### src/rtl/ais_pkg.sv
`timescale 1ns / 1ps
// Shared types and constants for the ASCII integer scanner.
// No dependencies; every other file of the block but ais_if imports this package.
package ais_pkg;

   localparam int DIGIT_W     = 6;
   localparam int QUEUE_DEPTH = 2;
   localparam int QUEUE_PTR_W = $clog2(QUEUE_DEPTH);
   localparam int QUEUE_LVL_W = $clog2(QUEUE_DEPTH + 1);

   localparam logic [DIGIT_W-1:0] DIGIT_NONE = 6'd63;
   localparam logic [DIGIT_W-1:0] RADIX_MAX  = 6'd36;
   localparam logic [DIGIT_W-1:0] RADIX_ONE  = 6'd1;
   localparam logic [DIGIT_W-1:0] RADIX_AUTO = 6'd0;
   localparam logic [DIGIT_W-1:0] RADIX_OCT  = 6'd8;
   localparam logic [DIGIT_W-1:0] RADIX_DEC  = 6'd10;
   localparam logic [DIGIT_W-1:0] RADIX_HEX  = 6'd16;

   // configuration register indexes
   localparam logic [1:0] CSR_RADIX     = 2'd0;
   localparam logic [1:0] CSR_PREFIX_OK = 2'd1;
   localparam logic [1:0] CSR_LIMIT     = 2'd2;

   typedef enum logic [2:0] {
      ST_OK          = 3'd0,
      ST_RANGE       = 3'd1,
      ST_NO_DIGITS   = 3'd2,
      ST_BAD_RADIX   = 3'd3,
      ST_BARE_PREFIX = 3'd4
   } ais_status_type;

   typedef enum logic [2:0] {
      PH_WS     = 3'd0,
      PH_SIGNED = 3'd1,
      PH_ZERO   = 3'd2,
      PH_PREFIX = 3'd3,
      PH_DIGITS = 3'd4,
      PH_OVER   = 3'd5
   } ais_phase_type;

   typedef enum logic [2:0] {
      EV_NONE        = 3'd0,
      EV_BAD_RADIX   = 3'd1,
      EV_NO_DIGITS   = 3'd2,
      EV_BARE_PREFIX = 3'd3,
      EV_FINISH      = 3'd4
   } ais_event_type;

   // pre-decoded character
   typedef struct packed {
      logic [DIGIT_W-1:0] digit;    // 0..35, DIGIT_NONE otherwise
      logic               is_space;
      logic               is_plus;
      logic               is_minus;
      logic               is_zero;
      logic               is_x;
   } ais_class_type;

   typedef struct packed {
      logic [5:0]  radix;
      logic        prefix_ok;
      logic [63:0] limit;
   } ais_cfg_type;

endpackage

### src/rtl/ais_if.sv
`timescale 1ns / 1ps
// Valid/ready channel interfaces for scanner requests and responses.
// Standalone; no package needed.
interface ais_req_if;
   logic       valid;
   logic       ready;
   logic [7:0] char_code;
   logic       at_end;

   modport source (output valid, char_code, at_end, input ready);
   modport sink   (input valid, char_code, at_end, output ready);
endinterface

interface ais_rsp_if;
   logic        valid;
   logic        ready;
   logic [63:0] value;
   logic [15:0] used_count;
   logic [2:0]  status;

   modport source (output valid, value, used_count, status, input ready);
   modport sink   (input valid, value, used_count, status, output ready);
endinterface

### src/rtl/ais_front.sv
`timescale 1ns / 1ps
// Front end: takes request items and decodes each character into a class word.
// Depends on ais_pkg and ais_req_if.
module ais_front
   import ais_pkg::*;
(
   ais_req_if.sink         req_ch,
   input  logic            q_full,
   output logic            push,
   output ais_class_type   push_item
);

   logic [7:0] ch;
   logic       live;

   assign ch           = req_ch.char_code;
   assign live         = !req_ch.at_end;
   assign req_ch.ready = !q_full;
   assign push         = req_ch.valid && !q_full;

   always_comb begin
      push_item.digit = DIGIT_NONE;
      if (live) begin
         if (ch >= 8'h30 && ch <= 8'h39)
            push_item.digit = DIGIT_W'(ch - 8'h30);
         else if (ch >= 8'h61 && ch <= 8'h7a)
            push_item.digit = DIGIT_W'(ch - 8'h57);
         else if (ch >= 8'h41 && ch <= 8'h5a)
            push_item.digit = DIGIT_W'(ch - 8'h37);
      end
      push_item.is_space = live && (ch == 8'h20 || (ch >= 8'h09 && ch <= 8'h0d));
      push_item.is_plus  = live && ch == 8'h2b;
      push_item.is_minus = live && ch == 8'h2d;
      push_item.is_zero  = live && ch == 8'h30;
      push_item.is_x     = live && (ch | 8'h20) == 8'h78;
   end

endmodule

### src/rtl/ais_queue.sv
`timescale 1ns / 1ps
// Two-entry queue of decoded characters between front and back end.
// Depends on ais_pkg.
module ais_queue
   import ais_pkg::*;
(
   input  logic                   clock,
   input  logic                   reset,
   input  logic                   push,
   input  ais_class_type          push_item,
   input  logic                   pop,
   output logic                   head_valid,
   output ais_class_type          head_item,
   output logic                   full,
   output logic [QUEUE_LVL_W-1:0] level
);

   ais_class_type            slot_ff [QUEUE_DEPTH];
   logic [QUEUE_PTR_W-1:0]   wr_ptr_ff, wr_ptr_in;
   logic [QUEUE_PTR_W-1:0]   rd_ptr_ff, rd_ptr_in;
   logic [QUEUE_LVL_W-1:0]   level_ff, level_in;

   assign head_valid = level_ff != '0;
   assign head_item  = slot_ff[rd_ptr_ff];
   assign full       = level_ff == QUEUE_LVL_W'(QUEUE_DEPTH);
   assign level      = level_ff;

   always_comb begin
      wr_ptr_in = wr_ptr_ff;
      rd_ptr_in = rd_ptr_ff;
      level_in  = level_ff;
      if (push) begin
         wr_ptr_in = (wr_ptr_ff == QUEUE_PTR_W'(QUEUE_DEPTH - 1)) ? '0 : wr_ptr_ff + 1'b1;
      end
      if (pop) begin
         rd_ptr_in = (rd_ptr_ff == QUEUE_PTR_W'(QUEUE_DEPTH - 1)) ? '0 : rd_ptr_ff + 1'b1;
      end
      if (push && !pop)
         level_in = level_ff + 1'b1;
      else if (pop && !push)
         level_in = level_ff - 1'b1;
   end

   always_ff @(posedge clock) begin
      if (reset) begin
         wr_ptr_ff <= '0;
         rd_ptr_ff <= '0;
         level_ff  <= '0;
      end else begin
         wr_ptr_ff <= wr_ptr_in;
         rd_ptr_ff <= rd_ptr_in;
         level_ff  <= level_in;
      end
   end

   always_ff @(posedge clock) begin
      if (push)
         slot_ff[wr_ptr_ff] <= push_item;
   end

endmodule

### src/rtl/ais_back.sv
`timescale 1ns / 1ps
// Back end: scan sequencer with multiply-add accumulator, clamp and output register.
// Depends on ais_pkg and ais_rsp_if.
module ais_back
   import ais_pkg::*;
#(
   parameter int VALUE_BITS = 64,
   parameter int COUNT_BITS = 16
) (
   input  logic          clock,
   input  logic          reset,
   input  ais_cfg_type   cfg,
   input  logic          q_valid,
   input  ais_class_type q_item,
   output logic          q_pop,
   ais_rsp_if.source     rsp_ch
);

   localparam int          PROD_W     = VALUE_BITS + DIGIT_W;
   localparam logic [63:0] VALUE_MASK = {64{1'b1}} >> (64 - VALUE_BITS);

   ais_phase_type           phase_ff, phase_in;
   logic                    neg_ff, neg_in;
   logic [DIGIT_W-1:0]      base_ff, base_in;
   logic [VALUE_BITS-1:0]   acc_ff, acc_in;
   logic [COUNT_BITS-1:0]   cons_ff, cons_in;
   logic [COUNT_BITS-1:0]   cons_bump;

   logic                    rsp_valid_ff, rsp_valid_in;
   logic [63:0]             value_ff, value_in;
   logic [15:0]             count_ff, count_in;
   ais_status_type          status_ff, status_in;

   logic                    fire;
   logic                    bad_radix;
   ais_event_type           evt;

   assign fire      = q_valid && (!rsp_valid_ff || rsp_ch.ready);
   assign q_pop     = fire;
   assign bad_radix = cfg.radix > RADIX_MAX || cfg.radix == RADIX_ONE;
   assign cons_bump = (cons_ff == '1) ? cons_ff : cons_ff + 1'b1;

   // next state of the scan
   always_comb begin
      logic [DIGIT_W-1:0]    b;
      logic                  do_signed;
      logic                  tail;
      logic                  tail_mul;
      logic [VALUE_BITS-1:0] tail_acc;
      logic [PROD_W-1:0]     prod;

      phase_in  = phase_ff;
      neg_in    = neg_ff;
      base_in   = base_ff;
      acc_in    = acc_ff;
      cons_in   = cons_ff;
      evt       = EV_NONE;
      b         = base_ff;
      do_signed = 1'b0;
      tail      = 1'b0;
      tail_mul  = 1'b0;
      tail_acc  = acc_ff;
      prod      = '0;

      if (fire) begin
         case (phase_ff)
            PH_WS: begin
               if (bad_radix) begin
                  evt = EV_BAD_RADIX;
               end else begin
                  base_in = cfg.radix;
                  if (q_item.is_space) begin
                     cons_in = cons_bump;
                  end else if (q_item.is_plus || q_item.is_minus) begin
                     neg_in   = q_item.is_minus;
                     cons_in  = cons_bump;
                     phase_in = PH_SIGNED;
                  end else begin
                     do_signed = 1'b1;
                     b         = cfg.radix;
                  end
               end
            end
            PH_SIGNED: do_signed = 1'b1;
            PH_ZERO: begin
               if (q_item.is_x) begin
                  cons_in  = cons_bump;
                  phase_in = PH_PREFIX;
               end else begin
                  b        = (base_ff == RADIX_AUTO) ? RADIX_OCT : base_ff;
                  base_in  = b;
                  tail     = 1'b1;
                  tail_mul = 1'b1;
                  tail_acc = '0;
                  phase_in = PH_DIGITS;
               end
            end
            PH_PREFIX: begin
               if (q_item.digit >= RADIX_HEX) begin
                  evt = EV_BARE_PREFIX;
               end else begin
                  b        = RADIX_HEX;
                  base_in  = RADIX_HEX;
                  tail     = 1'b1;
                  tail_mul = 1'b1;
                  tail_acc = '0;
                  phase_in = PH_DIGITS;
               end
            end
            PH_DIGITS: begin
               tail     = 1'b1;
               tail_mul = 1'b1;
            end
            PH_OVER: tail = 1'b1;
            default: phase_in = PH_WS;
         endcase

         if (do_signed) begin
            // leading zero may open a prefix or select octal
            if ((b == RADIX_AUTO || b == RADIX_HEX) && q_item.is_zero) begin
               base_in  = b;
               cons_in  = cons_bump;
               phase_in = PH_ZERO;
            end else begin
               b       = (b == RADIX_AUTO) ? RADIX_DEC : b;
               base_in = b;
               if (q_item.digit >= b) begin
                  evt = EV_NO_DIGITS;
               end else begin
                  acc_in   = VALUE_BITS'(q_item.digit);
                  cons_in  = cons_bump;
                  phase_in = PH_DIGITS;
               end
            end
         end

         if (tail) begin
            prod = PROD_W'(tail_acc) * PROD_W'(b) + PROD_W'(q_item.digit);
            if (q_item.digit >= b) begin
               evt = EV_FINISH;
            end else begin
               if (tail_mul) begin
                  if (prod[PROD_W-1:VALUE_BITS] != '0)
                     phase_in = PH_OVER;
                  else
                     acc_in = prod[VALUE_BITS-1:0];
               end
               cons_in = cons_bump;
            end
         end

         if (evt != EV_NONE) begin
            phase_in = PH_WS;
            neg_in   = 1'b0;
            base_in  = '0;
            acc_in   = '0;
            cons_in  = '0;
         end
      end
   end

   // result for the current event
   always_comb begin
      logic [63:0] y;
      logic [63:0] fval;
      logic        n;
      logic        over;
      logic [31:0] cons_w;
      ais_status_type fst;

      over   = phase_ff == PH_OVER;
      y      = over ? cfg.limit
                    : ((phase_ff == PH_ZERO) ? 64'd0 : 64'(acc_ff));
      n      = (over && cfg.limit[0]) ? 1'b0 : neg_ff;
      fst    = over ? ST_RANGE : ST_OK;
      fval   = n ? (64'd0 - y) : y;
      if (y >= cfg.limit) begin
         if (!cfg.limit[0] && !n) begin
            fval = cfg.limit - 64'd1;
            fst  = ST_RANGE;
         end else if (y > cfg.limit) begin
            fval = cfg.limit;
            fst  = ST_RANGE;
         end
      end
      cons_w = 32'(cons_ff);

      rsp_valid_in = rsp_valid_ff && !rsp_ch.ready;
      value_in     = value_ff;
      count_in     = count_ff;
      status_in    = status_ff;
      if (fire && evt != EV_NONE) begin
         rsp_valid_in = 1'b1;
         value_in     = '0;
         count_in     = '0;
         case (evt)
            EV_FINISH: begin
               value_in  = fval & VALUE_MASK;
               count_in  = (cons_w > 32'h0000_ffff) ? 16'hffff : cons_w[15:0];
               status_in = fst;
            end
            EV_BARE_PREFIX: begin
               if (cfg.prefix_ok)
                  count_in = (cons_w - 32'd1 > 32'h0000_ffff) ? 16'hffff
                                                              : 16'(cons_w - 32'd1);
               status_in = ST_BARE_PREFIX;
            end
            EV_NO_DIGITS: status_in = ST_NO_DIGITS;
            EV_BAD_RADIX: status_in = ST_BAD_RADIX;
            default:      status_in = ST_OK;
         endcase
      end
   end

   always_ff @(posedge clock) begin
      if (reset) begin
         phase_ff     <= PH_WS;
         neg_ff       <= 1'b0;
         base_ff      <= '0;
         acc_ff       <= '0;
         cons_ff      <= '0;
         rsp_valid_ff <= 1'b0;
      end else begin
         phase_ff     <= phase_in;
         neg_ff       <= neg_in;
         base_ff      <= base_in;
         acc_ff       <= acc_in;
         cons_ff      <= cons_in;
         rsp_valid_ff <= rsp_valid_in;
      end
   end

   always_ff @(posedge clock) begin
      value_ff  <= value_in;
      count_ff  <= count_in;
      status_ff <= status_in;
   end

   assign rsp_ch.valid      = rsp_valid_ff;
   assign rsp_ch.value      = value_ff;
   assign rsp_ch.used_count = count_ff;
   assign rsp_ch.status     = status_ff;

endmodule

### src/rtl/ascii_integer_scanner.sv
`timescale 1ns / 1ps
// Throughput: one character item per cycle while the result register is free or being
// accepted, set by the combinational multiply-add and overflow check in the back end; the
// two-entry queue lets either side stall. A taken terminator is written into the queue,
// then the back end loads its result into the output register, where it can be accepted.
// Reset (synchronous, active high) empties the queue and output register, starts a
// new scan and sets radix 10, prefix_ok 0 and limit all ones.
module ascii_integer_scanner
   import ais_pkg::*;
#(
   parameter int VALUE_BITS = 64,
   parameter int COUNT_BITS = 16
) (
   input  logic        clock,
   input  logic        reset,
   ais_req_if.sink     req_ch,
   ais_rsp_if.source   rsp_ch,
   input  logic        csr_we,
   input  logic [1:0]  csr_index,
   input  logic [63:0] csr_wdata
);

   ais_cfg_type               cfg_ff, cfg_in;
   logic                      push;
   ais_class_type             push_item;
   logic                      q_pop;
   logic                      q_valid;
   ais_class_type             q_item;
   logic                      q_full;
   logic [QUEUE_LVL_W-1:0]    q_level;

   always_comb begin
      cfg_in = cfg_ff;
      if (csr_we) begin
         case (csr_index)
            CSR_RADIX:     cfg_in.radix     = csr_wdata[5:0];
            CSR_PREFIX_OK: cfg_in.prefix_ok = csr_wdata[0];
            CSR_LIMIT:     cfg_in.limit     = csr_wdata;
            default:       cfg_in = cfg_ff;
         endcase
      end
   end

   always_ff @(posedge clock) begin
      if (reset) begin
         cfg_ff.radix     <= RADIX_DEC;
         cfg_ff.prefix_ok <= 1'b0;
         cfg_ff.limit     <= {64{1'b1}};
      end else begin
         cfg_ff <= cfg_in;
      end
   end

   ais_front u_front (
      .req_ch    (req_ch),
      .q_full    (q_full),
      .push      (push),
      .push_item (push_item)
   );

   ais_queue u_queue (
      .clock      (clock),
      .reset      (reset),
      .push       (push),
      .push_item  (push_item),
      .pop        (q_pop),
      .head_valid (q_valid),
      .head_item  (q_item),
      .full       (q_full),
      .level      (q_level)
   );

   ais_back #(
      .VALUE_BITS (VALUE_BITS),
      .COUNT_BITS (COUNT_BITS)
   ) u_back (
      .clock   (clock),
      .reset   (reset),
      .cfg     (cfg_ff),
      .q_valid (q_valid),
      .q_item  (q_item),
      .q_pop   (q_pop),
      .rsp_ch  (rsp_ch)
   );

   // reset leaves nothing in flight
   a_reset_empty: assert property (@(posedge clock)
      $past(reset) |-> (!rsp_ch.valid && q_level == '0))
      else $error("item in flight after reset");

   a_pop_needs_item: assert property (@(posedge clock) disable iff (reset)
      q_pop |-> q_level != '0)
      else $error("back end took an item from an empty queue");

   a_fail_value_zero: assert property (@(posedge clock) disable iff (reset)
      (rsp_ch.valid && (rsp_ch.status == ST_NO_DIGITS || rsp_ch.status == ST_BAD_RADIX
                        || rsp_ch.status == ST_BARE_PREFIX)) |-> rsp_ch.value == '0)
      else $error("failed scan returned a nonzero value");

   a_fail_count_zero: assert property (@(posedge clock) disable iff (reset)
      (rsp_ch.valid && (rsp_ch.status == ST_NO_DIGITS || rsp_ch.status == ST_BAD_RADIX))
      |-> rsp_ch.used_count == '0)
      else $error("unmatched scan reports consumed characters");

endmodule

### src/flat_wrapper.sv
// flat-port wrapper written by rule: the top's interface ports become plain ports
module ascii_integer_scanner_flat import ais_pkg::*;
#(
   parameter int VALUE_BITS = 64,
   parameter int COUNT_BITS = 16
)
  (clock, reset, csr_we, csr_index, csr_wdata, req_ch_valid, req_ch_char_code, req_ch_at_end, req_ch_ready, rsp_ch_valid, rsp_ch_value, rsp_ch_used_count, rsp_ch_status, rsp_ch_ready);
  ais_req_if req_ch_i ();
  ais_rsp_if rsp_ch_i ();
  input  logic clock;
  input  logic reset;
  input  logic csr_we;
  input  logic [1:0] csr_index;
  input  logic [63:0] csr_wdata;
  input wire logic [$bits(req_ch_i.valid)-1:0] req_ch_valid;
  input wire logic [$bits(req_ch_i.char_code)-1:0] req_ch_char_code;
  input wire logic [$bits(req_ch_i.at_end)-1:0] req_ch_at_end;
  output wire logic [$bits(req_ch_i.ready)-1:0] req_ch_ready;
  output wire logic [$bits(rsp_ch_i.valid)-1:0] rsp_ch_valid;
  output wire logic [$bits(rsp_ch_i.value)-1:0] rsp_ch_value;
  output wire logic [$bits(rsp_ch_i.used_count)-1:0] rsp_ch_used_count;
  output wire logic [$bits(rsp_ch_i.status)-1:0] rsp_ch_status;
  input wire logic [$bits(rsp_ch_i.ready)-1:0] rsp_ch_ready;
  assign req_ch_i.valid = req_ch_valid;
  assign req_ch_i.char_code = req_ch_char_code;
  assign req_ch_i.at_end = req_ch_at_end;
  assign req_ch_ready = req_ch_i.ready;
  assign rsp_ch_valid = rsp_ch_i.valid;
  assign rsp_ch_value = rsp_ch_i.value;
  assign rsp_ch_used_count = rsp_ch_i.used_count;
  assign rsp_ch_status = rsp_ch_i.status;
  assign rsp_ch_i.ready = rsp_ch_ready;
  ascii_integer_scanner #(.VALUE_BITS(VALUE_BITS), .COUNT_BITS(COUNT_BITS)) u_core (.clock(clock), .reset(reset), .req_ch(req_ch_i), .rsp_ch(rsp_ch_i), .csr_we(csr_we), .csr_index(csr_index), .csr_wdata(csr_wdata));
endmodule
### config.mk
export PLATFORM = sky130hd
export DESIGN_NAME = ascii_integer_scanner_flat
export DESIGN_NICKNAME = d
export VERILOG_FILES = /design/src/rtl/ais_pkg.sv /design/src/rtl/ais_if.sv /design/src/rtl/ais_front.sv /design/src/rtl/ais_queue.sv /design/src/rtl/ais_back.sv /design/src/rtl/ascii_integer_scanner.sv /design/src/flat_wrapper.sv
export SDC_FILE = /design/constraint.sdc
export NUM_CORES = 2
export LEC_CHECK = 0
export ABC_CLOCK_PERIOD_IN_PS = 10820
export BUFFER_PORTS_ARGS = -buffer_cell sky130_fd_sc_hd__buf_2
export CAP_MARGIN = 0
export CELL_PAD_IN_SITES_DETAIL_PLACEMENT = 0
export CELL_PAD_IN_SITES_GLOBAL_PLACEMENT = 1
export CORE_UTILIZATION = 48
export DETAILED_ROUTE_END_ITERATION = 8
export GPL_TIMING_DRIVEN = 0
export PLACE_DENSITY = 0.89
export SLEW_MARGIN = 25
export SYNTH_ARGS = -nofsm -noshare
export SYNTH_HDL_FRONTEND = slang
export SYNTH_HIERARCHICAL = 1
export SYNTH_SLANG_ARGS = --single-unit
### constraint.sdc
create_clock -name clock -period 10.82 [get_ports clock]
set_clock_uncertainty 0.05 [all_clocks]
set_input_delay 0.541 -clock clock [delete_from_list [all_inputs] [get_ports clock]]
set_output_delay 0.541 -clock clock [all_outputs]
set_load 0.01 [all_outputs]
==> results.py <==
metrics = {
    "grt": {
        "grtUsageTotal": 0.331,
        "grt_overflow": 0,
        "grt_pass1_wl_um": 164000,
        "grt_pass1_vias": 28068,
        "antenna_found_initial": 0,
        "grt_start_max_net_pins": 27,
    },
    "floorplan": {
        "fp.dieW_um": 254,
        "die_area_um2": 64400,
        "rows": 91,
        "die_h_um": 254,
        "start_util": 0.490,
        "coreArea_um2": 62200,
        "io_pins": 165,
    },
    "setup_path": {
        "r2r_cells": 29,
        "cp_common_cell": "fa_1",
        "cp_max_fo": 10,
        "r2r-end": "u_core/u_back/acc_ff[62]$_SDFFE_PP0P_",
        "cp-end-kind": "flop",
        "ff2ff_setup_slack_ns": 0.34,
        "critPathKind": "reg -> reg",
        "slowest_delay_ns": 0.59,
        "crit_path_end": "u_core/u_back/acc_ff[62]$_SDFFE_PP0P_",
        "critPathSlowestCell": "clkbuf_1",
        "critPathLaunchType": "flop",
        "required_ns": 11.25,
        "worstPathArrival_ns": 10.91,
    },
    "placed_design": {
        "gp_congestion": 0.990,
        "io_buffers": 163,
        "place_ws_ns": -0.210,
        "dp_hpwl_um": 86800,
    },
    "timing": {
        "holdWs_ns": 0.197,
        "fmax_ghz": 0.0954,
        "setup_violations": 0,
        "rsz0062_at_grt": "false",
        "setup_slack_ns": 0.338,
        "relSlewSlack": 0.288,
        "fin_crit_ns": 10.48,
        "tightest_slew_ns": 1.07,
        "fin_crit_sh": 0.969,
        "tns_ns": 0,
        "hold_viol_final": 0,
        "drv_slew": 0,
    },
    "layout": {
        "fillCellCount": 6008,
        "drive_gt1_frac": 0.0834,
        "final_common_cell": "nor2_1",
        "post-route-util": 0.540,
        "final_cell_mix": "nor2_1, nand2_1, a21oi_1",
        "syn2layout_area_growth_pct": 10.3,
        "diodes": 0,
        "fin_nets": 4473,
    },
    "drt": {
        "wl_per_cell_um": 22.3,
        "wl_um": 106000,
        "topRoutingLayerUsed": "met4",
        "first_pass_iters": 6,
        "drtIter0Drc": 2763,
        "remaining_drc_errors": 0,
        "wl_met2_um": 46100,
        "drt-met1-wl_um": 45500,
        "wl_met3_um": 9680,
        "vias_per_cell": 6.12,
        "via_count": 29189,
        "antenna_left": 0,
    },
    "synthesis": {
        "synth_nets": 4269,
        "netlist_area_um2": 30400,
        "async_flop_share": 0,
        "ys_seq_area_frac": 0.213,
        "synth_warnings": 6,
        "synthDistinctLibCells": 92,
        "synth_cells": 3703,
        "synth_edf_count": 105,
        "synth-seq-cells": 272,
        "synth_ff_type": "dfxtp_1",
        "avgSynthCellArea_um2": 8.22,
    },
    "cts": {
        "insertion_delay_ns": 0.55,
        "cts_buffers": 34,
        "cts_tree": "built",
        "cts.path.max_buffers": 3,
        "cts_root_buf": "clkbuf_16",
        "htree_levels": 2,
        "clkTransAtPathRegs_ns": 0.06,
        "cts.sinks": 272,
    },
    "power_and_ir_drop": {
        "ir_drop_uv": 96.8,
        "power_mw": 4.06,
        "p_per_area_nw_per_um2": 121,
        "p_leak_nw": 14.8,
    },
    "run": {
        "maxCapViolations": 0,
    },
    "hold_path": {
        "hp-class": "in -> reg",
    },
    "status": {
        "outcome": "completed",
    },
}
## synth_stat cells (all sizes together) (39+ instances only)
cell	instances	area [um^2]
o21ai	201	1010
a21oi	265	1330
nor2	718	2700
fa	252	5040
inv	174	653
nor3	73	375
nand4	60	375
nand2	269	1010
nand3	74	370
edfxtp	105	3150
mux2i	81	811
nor4	39	244
xnor2	103	902
xor2	51	447
ha	234	2930
buf	52	363
o22ai	62	388
clkbuf	157	589
a21o	49	368
a22o	61	534
dfxtp	167	3340
## stage by stage
step                cell area (um^2)  std cells
floorplan                      30400       3703
global placement               32300       4703
detailed placement             32400       4707
CTS                            33500       4768
global route                   33600       4769
finish                         33600       4769
## registers in the layout, summed over array words and instances (netlist names), named ones only
| register | count |
|---|---|
| u_core/u_queue/wr_ptr_ff | 1 |
| u_core/u_back/neg_ff | 1 |
| u_core/u_back/phase_ff | 3 |
| u_core/u_back/rsp_ch.value | 64 |
| u_core/cfg_ff | 71 |
| u_core/u_back/base_ff | 6 |
| u_core/u_back/cons_ff | 16 |
| u_core/u_back/rsp_ch.used_count | 16 |
| u_core/u_back/rsp_ch.status | 3 |
| u_core/u_queue/slot_ff | 22 |
| u_core/u_back/rsp_ch.valid | 1 |
| u_core/u_queue/rd_ptr_ff | 1 |
| u_core/u_back/acc_ff | 64 |
| u_core/u_queue/level | 2 |
## kinds of logic after synthesis
kind of cell | share of synthesized area
flip-flops | 0.213
buffers and inverters | 0.0532
AO/OA/AOI/OAI | 0.189
adder cells (fa/ha/maj) | 0.262
multiplexers | 0.0311
AND/OR/NAND/NOR | 0.207
XOR/XNOR | 0.0443
## critical path: cells and delay by family (launching register included)
| kind | cells | cell delay [ns] |
|---|---|---|
| compound gates | 11 | 3.76 |
| xor+xnor | 1 | 0.55 |
| fa+ha+maj | 5 | 2.33 |
| buf+inv | 7 | 1.89 |
| flops | 1 | 0.33 |
| mux | 1 | 0.40 |
| simple gates | 4 | 1.06 |
## timing repair
action / CTS / global route
endpoints found under the setup margin: 59 / 59
hold buffers: 0 / 0
endpoints found under the hold margin: 0 / 0
buffers inserted: 0 / 0
gates cloned: 0 / 0
resized for setup: 3 / 14
## worst min path at each step
stage	from	end	slack [ns]	cells after the start
final	csr_wdata[54]	u_core/cfg_ff[54]$_SDFFE_PP1P_	0.20	3
after floorplan	u_core/u_queue/level[1]$_SDFFE_PP0P_	u_core/u_queue/level[1]$_SDFFE_PP0P_	0.41	2
after detailed placement	u_core/u_back/rsp_ch.valid$_SDFF_PP0_	u_core/u_back/rsp_ch.valid$_SDFF_PP0_	0.44	2
after CTS	csr_wdata[54]	u_core/cfg_ff[54]$_SDFFE_PP1P_	0.18	3
after global placement	u_core/u_queue/level[1]$_SDFFE_PP0P_	u_core/u_queue/level[1]$_SDFFE_PP0P_	0.43	2
after global routing	csr_wdata[23]	u_core/cfg_ff[23]$_SDFFE_PP1P_	0.20	3
## per-layer routing
layer / GRT usage / up-vias
met1: 0.449 / 14016
li1: - / 13546
met2: 0.512 / 1405
met4: 0.141 / 0
met3: 0.0637 / 222
met5: 0 / -
## power breakdown
part           switching, mW  internal, mW  leakage, nW  total [mW]
Sequential            0.0729          1.21         2.32        1.29
Clock                  0.456         0.689        0.555        1.15
Combinational           1.19         0.440         11.9        1.63
Total                   1.72          2.34         14.8        4.06
## final cells by class
type | instances | area, um^2 | area share
well taps | 837 | 1050 | 0.0312
plain buffers | 209 | 961 | 0.0286
multi-input cells | 3044 | 22400 | 0.666
repair buffers | 168 | 915 | 0.0272
clock inverters | 15 | 161 | 0.00481
flip-flops and latches | 272 | 6500 | 0.193
inverters | 178 | 672 | 0.0200
clock buffers | 46 | 947 | 0.0282
Note: power is estimated with default switching activity, not from simulation.
